### src/rtl/core/bmh_pkg.sv
package bmh_pkg;

  localparam int MAX_WIDTH  = 1024;
  localparam int MAX_RADIUS = 4;
  localparam int ROW_LIMIT  = 4096;
  localparam int LINE_DEPTH = 2 * MAX_RADIUS * MAX_WIDTH;

  localparam int COL_W  = $clog2(MAX_WIDTH);
  localparam int ROW_W  = $clog2(ROW_LIMIT);
  localparam int RAD_W  = 3;
  localparam int PIX_W  = 8;
  localparam int CSUM_W = 12;
  localparam int WSUM_W = 15;
  localparam int HGT_W  = 17;
  localparam int DVD_W  = WSUM_W + 8;
  localparam int DSR_W  = 7;
  localparam int LINE_AW = $clog2(LINE_DEPTH);
  localparam int PHASE_W = LINE_AW - COL_W;
  localparam int RING_N  = 2 * MAX_RADIUS + 1;
  localparam int RING_W  = $clog2(RING_N);

  localparam logic [DVD_W+1:0] OFFSET_Q8 = (DVD_W+2)'(34816);
  localparam logic [DVD_W+1:0] HGT_MAX   = (DVD_W+2)'(65535);

  // configuration register indexes
  localparam logic [1:0] CFG_WIDTH  = 2'd0;
  localparam logic [1:0] CFG_HEIGHT = 2'd1;
  localparam logic [1:0] CFG_RADIUS = 2'd2;

  typedef struct packed {
    logic [PIX_W-1:0] pix;
    logic [COL_W-1:0] col;
    logic [ROW_W-1:0] row;
    logic [RAD_W-1:0] rad;
    logic             emit;
    logic             last;
  } bmh_item_t;

  typedef enum logic [2:0] {
    B_CLR, B_IDLE, B_PREP, B_MODR, B_MODC, B_UPD, B_SUM, B_DIVW
  } bmh_state_t;

  // window size (2r+1)^2 for a clamped radius
  function automatic logic [DSR_W-1:0] win_count(input logic [RAD_W-1:0] rad);
    logic [DSR_W-1:0] n;
    case (rad)
      3'd0:    n = 7'd1;
      3'd1:    n = 7'd9;
      3'd2:    n = 7'd25;
      3'd3:    n = 7'd49;
      default: n = 7'd81;
    endcase
    return n;
  endfunction

endpackage

### src/rtl/core/bmh_queue.sv
// Two-entry queue between front and back.
module bmh_queue (
  input  logic               clk,
  input  logic               rst,
  input  logic               push,
  input  bmh_pkg::bmh_item_t push_item,
  input  logic               pop,
  output bmh_pkg::bmh_item_t head,
  output logic               full,
  output logic               empty
);

  bmh_pkg::bmh_item_t slot [2];
  logic               wptr;
  logic               rptr;
  logic [1:0]         count;

  assign full  = (count == 2'd2);
  assign empty = (count == 2'd0);
  assign head  = slot[rptr];

  always_ff @(posedge clk) begin
    if (rst) begin
      wptr  <= 1'b0;
      rptr  <= 1'b0;
      count <= 2'd0;
    end else begin
      if (push) begin
        wptr <= ~wptr;
      end
      if (pop) begin
        rptr <= ~rptr;
      end
      count <= count + {1'b0, push} - {1'b0, pop};
    end
  end

  always_ff @(posedge clk) begin
    if (push) begin
      slot[wptr] <= push_item;
    end
  end

endmodule

### config.mk
export PLATFORM = sky130hd
export DESIGN_NAME = bmh_queue
export DESIGN_NICKNAME = d
export VERILOG_FILES = /design/src/rtl/core/bmh_pkg.sv /design/src/rtl/core/bmh_queue.sv
export SDC_FILE = /design/constraint.sdc
export NUM_CORES = 1
export LEC_CHECK = 0
export ABC_CLOCK_PERIOD_IN_PS = 5550
export BUFFER_PORTS_ARGS = -buffer_cell sky130_fd_sc_hd__buf_4
export CAP_MARGIN = 20
export CORE_AREA = 2 2 94 96
export DETAILED_ROUTE_END_ITERATION = 16
export DIE_AREA = 0 0 96 98
export PLACE_DENSITY_LB_ADDON = 0.3
export REMOVE_ABC_BUFFERS = 1
export SYNTH_ARGS = -nofsm -noshare
export SYNTH_HDL_FRONTEND = slang
export SYNTH_SLANG_ARGS = --single-unit
### constraint.sdc
create_clock -name clk -period 5.55 [get_ports clk]
set_input_delay 1.11 -clock clk [delete_from_list [all_inputs] [get_ports clk]]
set_output_delay 1.11 -clock clk [all_outputs]
set_load 0.01 [all_outputs]
; Yosys cells after proc, flatten, opt, wreduce, memory -nomap -nowiden
; Memories as Yosys holds them, arrays and structs flattened. A register that Yosys moved wholly into a read port is not among the register bits.
; Index checks and enable logic that the tools add are counted.
[word_totals]
wordCells = 14
output_inout_bits = 37
in_bits = 39
register_bits = 4
n_memories = 1
ram_bits = 70
[memory_table]
columns = memory, words, width, read_ports, rd_ports_with_merged_regs, wr, line_no
row1 = slot, 2, 35, 1, 1, 1, bmh_queue.sv:13  ; bmh_pkg::bmh_item_t slot [2];
[op_classes]
n_bitwise = 2
n_reduce_logical = 1
n_eq_ne = 1
n_mux = 4
addsub = 2
[ops]
columns = op, n
row1 = 1-bit two-way mux, 4
row2 = 2-bit by 1-bit adder with 2-bit output, 1
row3 = 2-bit == test (second input constant), 1
row4 = 2-bit zero test, 1
row5 = 1-bit inverter, 2
row6 = 2-bit by 1-bit subtractor with 2-bit output, 1

; Logic depth before layout (Yosys ltp)
; Gate-level depths: netlist of run 1.
[depth]
ltp_word = 3
depth_mapped = 6
ltp_nobuf = 6

; Least setup slack after synthesis of run 1
; Ideal clock, no wire load.
[synth_path]
kind = in2reg
startpoint = in push
endpoint = mem slot[0][0] in the netlist's numbering (enable)
path_stages = 1
setup_slack_ps = 2433
n_path_buf = 0
t_required_ps = 5119
setup_time_ps = 431
t_arrival_ps = 2686
path_cell_list = nor2b_1
[synth_between]
elab_chain_cells = 2
[synth_rtl]
columns = item, line_no
row1 = from (decl), bmh_queue.sv:5  ; input logic push,
row2 = 1-bit two-way mux, bmh_queue.sv:39  ; if (push) begin
row3 = 1-bit two-way mux (implied by the code), bmh_queue.sv:40  ; slot[wptr] <= push_item;
row4 = to (decl), bmh_queue.sv:13
; Every way passes these cells.

==> impl_metrics.toml, run 1 <==
[hold_path]
hold_path.class = "flop to flop"

[grt]
track_usage_pct = 9.81
grt-ovfl-total = 0
grt_max_degree = 36
antenna_found_initial = 0
grt_pass1_wl_mm = 6.65
first_global_vias = 1406

[power_and_ir_drop]
peakVddDrop_v = 0.000125
total_power_mw = 1.20
powerDensity_mw_per_mm2 = 324
power.leakage_nw = 1.45

[clock_network]
clk_pin_slew_worst_paths_ns = 0.07
hold_buffers = 0
cts_tree = "yes"
h-tree-depth = 3
clock_path_buffers = 2
cts_setup_buffers = 0
post_cts_resize_count = 0
numClockSinks = 75
clk_latency_ns = 0.34
cts_buffers = 9
root_buffer = "clkbuf_8"

[final_layout]
n_fill_cell = 768
fin_cells = 325
antenna_cells = 0
final_util_pct = 43.7
multiInputGateArea_um2 = 624
area_growth_pct = 27.7
fin_nets = 254
final_area_mm2 = 0.00370
drive_above_1_share_pct = 59.0
ff_latch_area_mm2 = 0.00220

[placed_design]
dp.cells = 310
placed_cell_area_mm2 = 0.00354
pre_cts_ws_ns = 2.87
numPortBuffers = 75
gp_congestion = 0.630
dpl.hpwl_mm = 2.95

[sta]
timing.final.crit_share_pct = 54.2
setup_ws_ns = 2.54
post-route-min-period_ns = 3.01
rsz0062_at_grt = "false"
maxSlewHeadroom_pct = 30.4
fmax_mhz = 332
hold_viol = 0
timing.hold.ws_ns = 0.517
final_max_slew_viol_count = 0
worst_pin_slew_ns = 1.04
tns_ns = 0
skew_ns = 0.00624
setup_violations = 0

[yosys]
synth_top_area_share_pct = 72.6
synth_cells = 130
syn_avg_cell_area_um2 = 22.3
yosysWarnings = 0
yosys.area.top_type = "edfxtp_1"
yosys-top-cells-area = "edfxtp_1 (73%), mux2_4 (16%), dfxtp_1 (3.5%), buf_12 (2.1%), mux2_2 (1.9%)"
mappedNetlistArea_mm2 = 0.00290
synth_seq_cells = 75
seq_area_frac_synth_pct = 76.0
synth_cell_type_count = 13

[floorplanning]
die-height_um = 98
start_util_pct = 34.2
io_pins = 76
placementRows = 34
chipWidth_um = 96
coreArea_mm2 = 0.00847
die-area_mm2 = 0.00941

[worst_setup_path]
setup.worst_path.start_class = "flop"
worstPathMaxFanout = 25
worstPathRequired_ns = 4.44
endpoint_kind = "output port"
cp_slowest_cell = "dfxtp_2"
worst_ep_arrival_time_ns = 1.90
critPathKind = "flop to output port"
path_cells = "buf_4 > mux2_2 > buf_4"
path_common_cell = "buf_4"
critPathMaxStageDelay_ns = 0.55

[routing]
wirelength_mm = 4.59
ant_nets = 0
drcViolationCount = 0
wl_per_cell_um = 14.1
drtIter0Drc = 38
vias = 1395
vias_per_cell = 4.29
first_pass_iters = 4

[run]
maxCapViolCount = 0

[run_status]
status = "complete, no violations"
[final timing paths]
kind / from / to / slack, ns / depth (start not counted)
worst max-delay path: flop / head[2] / 2.54 / 3
worst min-delay path: rptr / rptr / 0.52 / 2
worst max register to register: wptr / slot[0][0] / 3.99 / 1
worst min register to register: rptr / rptr / 0.52 / 2
[cell usage in the layout (no fill, tap or decap)]
cell / count
buf_4: 76
inv_1: 2
nor2_1: 5
nor2b_1: 2
clkinvlp_4: 2
dfxtp_1: 4
clkbuf_8: 9
xnor2_1: 2
clkinv_2: 3
mux2_4: 30
nor2b_4: 1
edfxtp_1: 70
mux2_2: 5
and2_2: 1
dfxtp_2: 1
ha_1: 2
clkinv_1: 1
xnor3_1: 1
[routing by layer]
| layer | up-vias | share of wire (%) | GRT usage [%] |
|---|---|---|---|
| li1 | 660 | - | - |
| met1 | 678 | 40 | 11.0 |
| met2 | 50 | 50 | 15.8 |
| met3 | 7 | 7.7 | 3.47 |
| met4 | 0 | 2.0 | 5.93 |
| met5 | - | 0 | 0 |
[where the power goes]
| group | internal, mW | leakage (nW) | switching (mW) | total, mW |
|---|---|---|---|---|
| registers | 0.660 | 0.699 | 0.0147 | 0.674 |
| clock network | 0.155 | 0.0783 | 0.186 | 0.342 |
| logic | 0.110 | 0.674 | 0.0741 | 0.184 |
[final cells by class]
class / count / share of cell area (%)
Timing Repair Buffer: 76 / 15.4
Sequential cell: 75 / 59.6
Tap cell: 108 / 3.65
Inverter: 2 / 0.203
Clock buffer: 9 / 3.35
Multi-Input combinational cell: 49 / 16.9
Clock inverter: 6 / 0.913
[cell families after synthesis]
group / count (synthesis) / synth area share [%]
xor+xnor: 3 / 1.38
fa+ha+maj: 2 / 0.864
buf+inv: 6 / 2.72
flops: 75 / 76.0
mux: 35 / 17.5
simple gates: 9 / 1.51
[synthesized netlist by cell type]
cell / n
nor2_1: 5
inv_1: 2
mux2_4: 30
buf_6: 1
nor2b_1: 3
dfxtp_1: 5
xnor3_1: 1
edfxtp_1: 70
ha_1: 2
mux2_2: 5
buf_12: 3
xnor2_1: 2
and2_1: 1
[worst max-delay path, delay by kind of cell (launching register included)]
family / cells / cell delay, ns
muxes: 1 / 0.39
buffers and inverters: 2 / 0.61
DFF: 1 / 0.55
[registers in the layout, indices dropped and copies added, names as in the netlist, named ones only]
| register | count |
|---|---|
| rptr | 1 |
| wptr | 1 |
| count | 2 |
| slot | 70 |
No activity file was read; power rests on OpenSTA's default activity.
==> run 2, diff against run 1 <==
- ABC_CLOCK_PERIOD_IN_PS: 5550 -> 2400
- clock period: 5.55 -> 2.4 ns (I/O delays scaled with it)
==> impl_metrics.toml, run 2 (synthesis gave the netlist of run 1 again) <==
[clock_network]
cts_buffers = 9
clk_latency_ns = 0.33
clock_path_buffers = 2
numClockSinks = 75
h-tree-depth = 3
clk_pin_slew_worst_paths_ns = 0.07
cts_setup_buffers = 0
cts_tree = "yes"
post_cts_resize_count = 0
root_buffer = "clkbuf_8"
hold_buffers = 0

[sta]
fmax_mhz = 516
timing.hold.ws_ns = 0.331
skew_ns = 0.00655
rsz0062_at_grt = "false"
post-route-min-period_ns = 1.94
setup_ws_ns = 0.462
hold_viol = 0
worst_pin_slew_ns = 0.523
setup_violations = 0
timing.final.crit_share_pct = 80.7
maxSlewHeadroom_pct = 65.1
final_max_slew_viol_count = 0

[final_layout]
final_common_cell = "buf_4"
area_growth_pct = 30.2
n_fill_cell = 740
largestRegisters = "slot: 70 flops, count: 2 flops"
drive_above_1_share_pct = 58.8
fin_cells = 329
fin_nets = 257
regMostFlops = "slot"
antenna_cells = 0
layout_common_cells = "buf_4 (77), edfxtp_1 (70), mux2_4 (30), clkbuf_8 (9)"
largest_register_ffs = 70

[grt]
grt_util_met1_pct = 11.9
track_usage_pct = 10.1
antenna_found_initial = 0
busiest_layer = "met2"
grt_use_met2_pct = 15.9
grtUsageMet3_pct = 2.78
first_global_vias = 1373
grt_max_degree = 36
grt_pass1_wl_mm = 6.76
grt-ovfl-total = 0

[power_and_ir_drop]
power.leakage_nw = 1.49
powerDensity_mw_per_mm2 = 765
peakVddDrop_v = 0.000328
total_power_mw = 2.89

[routing]
ant_nets = 0
drcViolationCount = 0
drtIter0Drc = 45
first_pass_iters = 4
wirelength_mm = 4.60
vias_per_cell = 4.23
wl_per_cell_um = 14.0
vias = 1393

[worst_setup_path]
critPathMaxStageDelay_ns = 0.37
reg2reg_slack_ns = 0.93
reg2regPathDepth = 2
cp-endpoint = "head[2]"
crit_family = "buffers and inverters"
path_buf_inv = 2
cp_num_cells = 3
r2r-start = "wptr"
worstPathMaxFanout = 35
critPathKind = "flop to output port"
worst_ep_arrival_time_ns = 1.46
path_cells = "buf_12 > mux2_2 > buf_4"
worstPathRequired_ns = 1.92
cp_slowest_cell = "mux2_2"
endpoint_kind = "output port"
rr_endpoint = "slot[1][30]"
setup.worst_path.start_class = "flop"

[placed_design]
dp.cells = 313
pre_cts_ws_ns = 0.731
gp_congestion = 0.665
numPortBuffers = 75
dpl.hpwl_mm = 3.09

[floorplanning]
placementRows = 34
coreArea_mm2 = 0.00847
die-area_mm2 = 0.00941
io_pins = 76
die-height_um = 98
chipWidth_um = 96
start_util_pct = 34.2

[hold_path]
hold_path.class = "input port to flop"

[run]
maxCapViolCount = 0

[run_status]
status = "complete, no violations"
## run 2: stage by stage
step                area (µm²)  TNS (ns)  utilization [%]
detailed placement        3590         0             42.4
global placement          3590         0             42.4
finish                    3770         0             44.6
CTS                       3770         0             44.6
global route              3770         0             44.6
floorplan                 2830     -3.05                -
## run 2: area by class of cell
cell class	instances	area (µm²)	share of cell area, %
clock inverter	6	56.3	1.49
timing repair buffer	79	618	16.4
tap	108	135	3.58
sequential	75	2200	58.4
clock buffer	10	128	3.38
multi-input combinational	49	624	16.6
inverter	2	7.51	0.199
## run 2: worst reg2reg max path, cell delays in order (launching register included)
cell and delay [ns]:
dfxtp_1 0.40, and2_2 0.46, buf_4 0.31
## run 2: report_power, final
part           leakage [nW]  total (mW)  switching, mW  internal, mW
sequential            0.699        1.55         0.0265          1.52
clock                0.0951       0.885          0.414         0.471
combinational         0.697       0.451          0.185         0.266
## run 2: worst min-delay path by stage
stage               cells past startpoint          start           to
finish                                  1  push_item[18]  slot[1][18]
CTS                                     1  push_item[18]  slot[0][18]
floorplan                               2           rptr         flop
detailed placement                      2           rptr         flop
global placement                        2           rptr         rptr
global route                            1  push_item[18]  slot[0][18]
## run 2: layer usage
| layer | routed length (µm) | up-vias |
|---|---|---|
| met2 | 2250 | 52 |
| met3 | 327 | 9 |
| li1 | - | 671 |
| met4 | 134 | 0 |
| met5 | 0 | - |
| met1 | 1890 | 661 |
