$ cat src/rtl/core/bmh_pkg.sv
package bmh_pkg;

  localparam int MAX_WIDTH  = 1024;
  localparam int MAX_RADIUS = 4;
  localparam int ROW_LIMIT  = 4096;
  localparam int LINE_DEPTH = 2 * MAX_RADIUS * MAX_WIDTH;

  localparam int COL_W  = $clog2(MAX_WIDTH);
  localparam int ROW_W  = $clog2(ROW_LIMIT);
  localparam int RAD_W  = 3;
  localparam int PIX_W  = 8;
  localparam int CSUM_W = 12;
  localparam int WSUM_W = 15;
  localparam int HGT_W  = 17;
  localparam int DVD_W  = WSUM_W + 8;
  localparam int DSR_W  = 7;
  localparam int LINE_AW = $clog2(LINE_DEPTH);
  localparam int PHASE_W = LINE_AW - COL_W;
  localparam int RING_N  = 2 * MAX_RADIUS + 1;
  localparam int RING_W  = $clog2(RING_N);

  localparam logic [DVD_W+1:0] OFFSET_Q8 = (DVD_W+2)'(34816);
  localparam logic [DVD_W+1:0] HGT_MAX   = (DVD_W+2)'(65535);

  // configuration register indexes
  localparam logic [1:0] CFG_WIDTH  = 2'd0;
  localparam logic [1:0] CFG_HEIGHT = 2'd1;
  localparam logic [1:0] CFG_RADIUS = 2'd2;

  typedef struct packed {
    logic [PIX_W-1:0] pix;
    logic [COL_W-1:0] col;
    logic [ROW_W-1:0] row;
    logic [RAD_W-1:0] rad;
    logic             emit;
    logic             last;
  } bmh_item_t;

  typedef enum logic [2:0] {
    B_CLR, B_IDLE, B_PREP, B_MODR, B_MODC, B_UPD, B_SUM, B_DIVW
  } bmh_state_t;

  // window size (2r+1)^2 for a clamped radius
  function automatic logic [DSR_W-1:0] win_count(input logic [RAD_W-1:0] rad);
    logic [DSR_W-1:0] n;
    case (rad)
      3'd0:    n = 7'd1;
      3'd1:    n = 7'd9;
      3'd2:    n = 7'd25;
      3'd3:    n = 7'd49;
      default: n = 7'd81;
    endcase
    return n;
  endfunction

endpackage

$ cat src/rtl/core/bmh_front.sv
// Accept pixels, track raster position, tag each item for the back end.
module bmh_front (
  input  logic                      clk,
  input  logic                      rst,
  input  logic                      s_tvalid,
  output logic                      s_tready,
  input  logic [7:0]                s_tdata,  // sample[7:0]
  input  logic                      s_tuser,  // frame_start
  input  logic                      cfg_valid,
  output logic                      cfg_ready,
  input  logic [1:0]                cfg_index,
  input  logic [12:0]               cfg_data,
  input  logic                      hold,
  input  logic                      q_full,
  output logic                      push,
  output bmh_pkg::bmh_item_t        push_item
);

  logic [10:0] image_width;
  logic [12:0] image_height;
  logic [2:0]  filter_radius;

  logic [bmh_pkg::COL_W-1:0] col_count;
  logic [bmh_pkg::ROW_W-1:0] row_count;

  logic [10:0] ew;
  logic [12:0] eh;
  logic [2:0]  rad;
  logic [3:0]  span;
  logic        active;
  logic [10:0] c;
  logic [12:0] r;
  logic [12:0] r_pre;
  logic [10:0] c_inc;
  logic [12:0] r_inc;
  logic [10:0] col_count_next;
  logic [12:0] row_count_next;

  assign cfg_ready = 1'b1;
  assign s_tready  = !q_full && !hold;
  assign push      = s_tvalid && s_tready;

  // configuration registers
  always_ff @(posedge clk) begin
    if (rst) begin
      image_width   <= 11'd640;
      image_height  <= 13'd480;
      filter_radius <= 3'd1;
    end else if (cfg_valid) begin
      unique case (cfg_index)
        bmh_pkg::CFG_WIDTH:  image_width   <= cfg_data[10:0];
        bmh_pkg::CFG_HEIGHT: image_height  <= cfg_data;
        bmh_pkg::CFG_RADIUS: filter_radius <= cfg_data[2:0];
        default: ;
      endcase
    end
  end

  // effective geometry
  always_comb begin
    ew = (image_width > 11'(bmh_pkg::MAX_WIDTH)) ? 11'(bmh_pkg::MAX_WIDTH) : image_width;
    eh = (image_height > 13'(bmh_pkg::ROW_LIMIT)) ? 13'(bmh_pkg::ROW_LIMIT) : image_height;
    active = (ew != 11'd0) && (eh != 13'd0);
    if (ew == 11'd0) ew = 11'd1;
    if (eh == 13'd0) eh = 13'd1;
    rad  = (filter_radius > 3'(bmh_pkg::MAX_RADIUS)) ? 3'(bmh_pkg::MAX_RADIUS) : filter_radius;
    span = {rad, 1'b0};
  end

  // position of this pixel and of the next
  always_comb begin
    if (s_tuser) begin
      c     = 11'd0;
      r_pre = 13'd0;
    end else if ({1'b0, col_count} >= ew) begin
      c     = 11'd0;
      r_pre = {1'b0, row_count} + 13'd1;
    end else begin
      c     = {1'b0, col_count};
      r_pre = {1'b0, row_count};
    end
    r     = (r_pre >= eh) ? 13'd0 : r_pre;
    c_inc = c + 11'd1;
    r_inc = r + 13'd1;
    if (c_inc >= ew) begin
      col_count_next = 11'd0;
      row_count_next = (r_inc >= eh) ? 13'd0 : r_inc;
    end else begin
      col_count_next = c_inc;
      row_count_next = r;
    end
  end

  always_ff @(posedge clk) begin
    if (rst) begin
      col_count <= '0;
      row_count <= '0;
    end else if (push) begin
      col_count <= col_count_next[bmh_pkg::COL_W-1:0];
      row_count <= row_count_next[bmh_pkg::ROW_W-1:0];
    end
  end

  always_comb begin
    push_item.pix  = s_tdata;
    push_item.col  = c[bmh_pkg::COL_W-1:0];
    push_item.row  = r[bmh_pkg::ROW_W-1:0];
    push_item.rad  = rad;
    push_item.emit = active && (c >= {7'd0, span}) && (r >= {9'd0, span});
    push_item.last = (c == ew - 11'd1) && (r == eh - 13'd1);
  end

endmodule

$ cat config.mk
export PLATFORM = sky130hd
export DESIGN_NAME = bmh_front
export DESIGN_NICKNAME = d
export VERILOG_FILES = /design/src/rtl/core/bmh_pkg.sv /design/src/rtl/core/bmh_front.sv
export SDC_FILE = /design/constraint.sdc
export NUM_CORES = 1
export LEC_CHECK = 0
export BUFFER_PORTS_ARGS = -buffer_cell sky130_fd_sc_hd__buf_4
export CAP_MARGIN = 20
export CORE_ASPECT_RATIO = 1.4
export CORE_UTILIZATION = 30
export CTS_CLUSTER_DIAMETER = 60
export DETAILED_ROUTE_END_ITERATION = 16
export GPL_ROUTABILITY_DRIVEN = 0
export PLACE_DENSITY = 0.58
export RECOVER_POWER = 25
export SLEW_MARGIN = 15
export SYNTH_ARGS = -nofsm -noshare
export SYNTH_HDL_FRONTEND = slang
export SYNTH_SLANG_ARGS = --single-unit
$ cat constraint.sdc
create_clock -name clk -period 7.6 [get_ports clk]
set_input_delay 1.52 -clock clk [delete_from_list [all_inputs] [get_ports clk]]
set_output_delay 1.52 -clock clk [all_outputs]
set_load 0.02 [all_outputs]
Word-level counts from Yosys, hierarchy flattened
Index checks and enable logic that the tools add are counted.
{ "totals": {"ff_bits": 49, "inputBits": 30, "out_inout_bits": 38, "wordCells": 52} }
{ "classes": {"addsub": 5, "n_lt_le_gt_ge": 9, "eq_ne": 4, "n_mux": 13, "reduce_logical": 16} }
{ "op_table": {"columns": ["op", "n"], "rows": [
  ["two-way mux 13 bit", 5],
  ["two-way mux 10 bit", 3],
  [">= comparator 13 bit", 2],
  ["two-way mux 12 bit", 2],
  ["two-way mux 11 bit", 2],
  ["adder 12 x 1 -> 13 bit (second input constant)", 1],
  ["adder 13 x 1 -> 13 bit (second input constant)", 1],
  ["equality test 13 bit", 1],
  [">= comparator 13 x 4 -> 1 bit", 1],
  ["greater-than comparator 13 bit (second input constant)", 1],
  ["logical NOT 13 bit", 1],
  ["nonzero test 13 bit", 1],
  ["subtractor 13 x 1 -> 13 bit (second input constant)", 1],
  ["adder 10 x 1 -> 11 bit (second input constant)", 1],
  ["equality test 11 bit", 1],
  [">= comparator 10 x 11 -> 1 bit", 1],
  [">= comparator 11 bit", 1],
  [">= comparator 11 x 4 -> 1 bit", 1],
  ["greater-than comparator 11 bit (second input constant)", 1],
  ["logical NOT 11 bit", 1],
  ["nonzero test 11 bit", 1],
  ["subtractor 11 x 1 -> 11 bit (second input constant)", 1],
  ["logical AND 1 bit", 6],
  ["AND reduction 2 bit", 3],
  ["other kinds (6)", 7]
]} }

Longest topological paths before layout
{ "logic_depth": {"depth_word": 13, "ltp_mapped": 34} }

Worst setup path after synthesis
OpenSTA, ideal clock, no wires.
{ "synth_path": {"path_type": "reg-to-output", "from": "register image_width[2]", "to": "output port push_item[0] (netlist name)", "arrival_time_ns": 6.436, "required_time_ns": 6.080, "setup_slack_ns": -0.356, "stages_incl_launch_ff": 30, "path_buffers": 2, "path_cell_list": "dfxtp_1 > buf_2 > or4_1 > nand2b_1 > nor2_1 > o21ai_0 > inv_1 > ha_1 > nor2b_1 > o21ai_1 > a31oi_4 > buf_6 > a21oi_1 > xnor2_1 > nor2_1 > ha_1 > a2111oi_2 > o21ai_1 > a21oi_1 > nand2_1 > nor2_1 > ha_1 > o211ai_1 > a21oi_1 > o21ai_0 > a311o_1 > a2111oi_2 > o2111ai_1 > or4_1 > nor4_2"} }
{ "synth_rtl": {"columns": ["item", "line", "source"], "rows": [
  ["start: declaration", "bmh_front.sv:19", "logic [10:0] image_width;"],
  ["start signal: assignment", "bmh_front.sv:51", "bmh_pkg::CFG_WIDTH: image_width <= cfg_data[10:0];"],
  ["end: declaration", "bmh_front.sv:16", "output bmh_pkg::bmh_item_t push_item"]
]} }

==> PnR_summary.wiki <==
{| class="wikitable"
! Metric !! Value
|-
| Status || finished with violations
|-
| Failing checks || setup timing
|-
| Highest-count cells in the layout ignoring fill and taps || buf_4, nand2_1, nor2_1
|-
| Share of synthesized area occupied by flip-flops and latches || 18.0%
|-
| Number of synthesized flops with an enable pin || 0
|-
| Final antenna diode count || 0
|-
| Buffers & Inverters on Critical Path || 3
|-
| Count of mapped cells out of synthesis || 768
|-
| CP peak stage delay || 0.53 ns
|-
| Gr ovfl total || 0
|-
| Routed wire length per instance || 18.4 um
|-
| Clock input transition at the sequential cells of the worst setup and hold paths || 0.07 ns
|-
| Layout cells sized above 1 || 23.6%
|-
| Worst relative slew slack || 49.1%
|-
| Chip Height || 162 um
|-
| Number of buffers inserted during clock tree synthesis || 5
|-
| Static Leak || 2.75 nW
|-
| Number of maximum-capacitance violations || 0
|-
| Launching point of the worst reg2reg path || image_width[3]$_SDFFE_PP0P_
|-
| Total number of clock tree sinks || 49
|-
| Via count of the first global-routing pass || 5747
|-
| Count of cell types in the netlist || 79
|-
| Startpoint of the worst hold path || filter_radius[0]$_SDFFE_PP1P_
|-
| Fin. max-slew vios || 0
|-
| CP Class || reg2out
|-
| Combined flip-flop and latch cell area || 983 um^2
|-
| CP required || 6.08 ns
|-
| # H-tree levels || 2
|-
| # port buffers || 50
|-
| FMAX || 0.131 GHz
|-
| Worst-margin pin slew || 0.756 ns
|-
| Reg2Reg Setup Slack || 0.55 ns
|-
| First-pass iteration count of the detailed router || 7
|-
| Area growth from synthesis to final layout || 25.6%
|-
| Hold Crit Class || reg2reg
|-
| Dominant delay contributor by cell family on the critical path || simple AND/OR/NAND/NOR gates
|-
| Peak supply drop || 0.0910 mV
|-
| Cell area after synthesis || 0.00546 mm^2
|-
| Initial antenna violation count || 0
|-
| Cell area after layout || 0.00686 mm^2
|-
| Hold worst-path end || filter_radius[0]$_SDFFE_PP1P_
|-
| Data arrival time of the critical path || 6.12 ns
|-
| Slack of the critical path || -0.0386 ns
|-
| R2R depth || 34
|-
| Highest-delay cell along the critical path || or4_4
|-
| Post-Place Worst Slack || 0.0432 ns
|-
| Crit path capture type || output port
|-
| Power density over the cells || 104 mW/mm^2
|-
| Fill cell total of the finished layout || 1905
|-
| Critical path startpoint category || flip-flop
|-
| Critical path fanouts, max || 6
|-
| Number of top-level pins || 68
|-
| Area post-placement || 0.00630 mm^2
|-
| Maximum root-to-sink buffer count || 2
|-
| Number of setup violations in the final report || 1
|-
| Most common flop cell mapped by yosys || dfxtp_1
|-
| Final Critical Period || 7.64 ns
|-
| FF-to-FF End || row_count[4]$_SDFFE_PP0P_
|-
| Clock latency of the later-clocked register in the worst-skew pair || 0.30 ns
|-
| Detailed-route via count || 6063
|-
| Mean post-synth cell area || 7.11 um^2
|-
| Post-route fraction of the period consumed by the critical path || 101%
|-
| Total number of yosys warnings || 0
|-
| Setup repair after global routing missed its margin || true
|-
| Clock tree from TritonCTS || done
|-
| Via-per-instance ratio || 5.60
|-
| Core region area || 0.0179 mm^2
|-
| Largest net degree at the start of global routing || 44
|-
| Multi-input gate area in the final layout || 0.00440 mm^2
|-
| Number of synthesized register bits || 49
|-
| Effective utilization at floorplan || 30.5%
|-
| Detailed Route Iter0 Violations || 416
|-
| Die span in x || 116 um
|-
| Net count after synthesis || 854
|-
| Leading cell type in the layout, fill and taps excluded || buf_4
|-
| Total Routed Length || 19900 um
|-
| DRT antenna net count || 0
|-
| Net count reported at finish || 927
|-
| Overall track demand over capacity in global routing || 21.4%
|-
| Clock Tree Root || clkbuf_16
|-
| Half-perimeter wire length after placement || 15600 um
|-
| DRC violations left || 0
|-
| Wire length of the first global-routing pass || 30600 um
|-
| Ys async rst share || 0%
|-
| Hold Violations, Final || 0
|-
| Cell count of the worst hold path || 2
|-
| Worst setup skew after layout || 0.00591 ns
|-
| DIE AREA || 0.0188 mm^2
|-
| Placement row count || 58
|}
==> flip-flops by register name (all words and copies together), names as in the netlist <==
name           cells
image_height      13
row_count         12
image_width       11
col_count         10
filter_radius      3
==> cells in the mapped netlist, types with 5 or more instances <==
| library cell | count | area, um^2 |
|---|---|---|
| nor4_1 | 10 | 62.6 |
| a211oi_1 | 14 | 105 |
| nor3_1 | 24 | 120 |
| inv_1 | 29 | 109 |
| nor2b_1 | 6 | 37.5 |
| and2_1 | 8 | 50.1 |
| xor2_1 | 8 | 70.1 |
| buf_2 | 7 | 35.0 |
| mux2i_1 | 9 | 90.1 |
| o31ai_1 | 9 | 67.6 |
| dfxtp_1 | 49 | 981 |
| nand2_1 | 108 | 405 |
| nor2_1 | 72 | 270 |
| a2111oi_0 | 5 | 43.8 |
| o21ai_0 | 29 | 145 |
| a21o_1 | 7 | 52.6 |
| clkbuf_1 | 37 | 139 |
| nor3b_1 | 5 | 37.5 |
| ha_1 | 56 | 701 |
| a22oi_1 | 7 | 52.6 |
| nand3_1 | 40 | 200 |
| nand2b_1 | 10 | 62.6 |
| a21oi_1 | 66 | 330 |
| buf_4 | 10 | 75.1 |
| nand4_1 | 13 | 81.3 |
| xnor2_1 | 28 | 245 |
==> metrics by stage <==
stage	util [%]	hold WS [ns]	power (W)	setup TNS [ns]	std cells
finish	38.3	0.475	0.000715	-0.0386	1082
global route	38.3	0.520	0.000751	-0.343	1082
CTS	36.5	0.477	0.000705	-0.0158	1071
detailed placement	35.1	0.456	0.000467	0	1055
global placement	35.1	0.449	0.000466	0	1055
floorplan	-	0.436	0.000405	0	768
==> worst register-to-register path: cells and delay by family, from the launching register on <==
family,cells,cell delay [ns]
AO/OA/AOI/OAI,12,2.33
XOR/XNOR,1,0.16
adder cells (fa/ha/maj),3,0.75
buffers and inverters,6,0.93
flip-flops,1,0.32
multiplexers,1,0.32
AND/OR/NAND/NOR,11,2.17
==> per-layer routing <==
| layer | global-route usage (%) | share of wire, % | vias to the layer above |
|---|---|---|---|
| met1 | 24.0 | 39 | 2841 |
| met4 | 13.3 | 6.5 | 0 |
| li1 | - | - | 2922 |
| met5 | 0 | 0 | - |
| met2 | 37.8 | 51 | 221 |
| met3 | 2.35 | 4.1 | 79 |
==> layout make-up <==
cell class | count | share of cell area, %
timing repair buffer | 122 | 13.3
clock inverter | 3 | 0.310
inverter | 30 | 1.70
tap | 240 | 4.38
sequential | 49 | 14.3
clock buffer | 5 | 1.82
multi-input combinational | 633 | 64.1
==> cells by family after synthesis <==
family                     share of synthesized area [%]
AOI/OAI and AO/OA                                   23.8
xor gates and xnor gates                            5.77
adders and majority gates                           12.8
buffers and inverters                               6.89
DFF                                                 18.0
muxes                                               2.47
other                                             0.0686
and+or+nand+nor                                     30.2
==> how the worst max path moves through the flow <==
| stage | start | to | cells after the start |
|---|---|---|---|
| after floorplan | image_width[2]$_SDFFE_PP0P_ | push_item[0] | 29 |
| after global placement | image_width[0]$_SDFFE_PP0P_ | push_item[0] | 28 |
| after detailed placement | image_width[0]$_SDFFE_PP0P_ | push_item[0] | 28 |
| after CTS | image_width[0]$_SDFFE_PP0P_ | push_item[0] | 29 |
| after global routing | image_width[3]$_SDFFE_PP0P_ | push_item[0] | 28 |
| final | image_width[3]$_SDFFE_PP0P_ | push_item[0] | 28 |
==> report_power, final <==
| part | leakage, nW | switching, W | internal, W |
|---|---|---|---|
| logic | 2.28 | 0.000120 | 0.0000854 |
| clock network | 0.0702 | 0.000112 | 0.000123 |
| registers | 0.399 | 0.0000100 | 0.000265 |
| total | 2.75 | 0.000242 | 0.000473 |
==> repair_timing <==
action / in CTS / in global routing
buffers inserted: 8 / 10
setup endpoints to repair: 2 / 12
hold buffers: 0 / 0
pin swaps: 8 / 39
gates resized for setup: 10 / 52
Note: power is estimated with default switching activity, not from simulation.
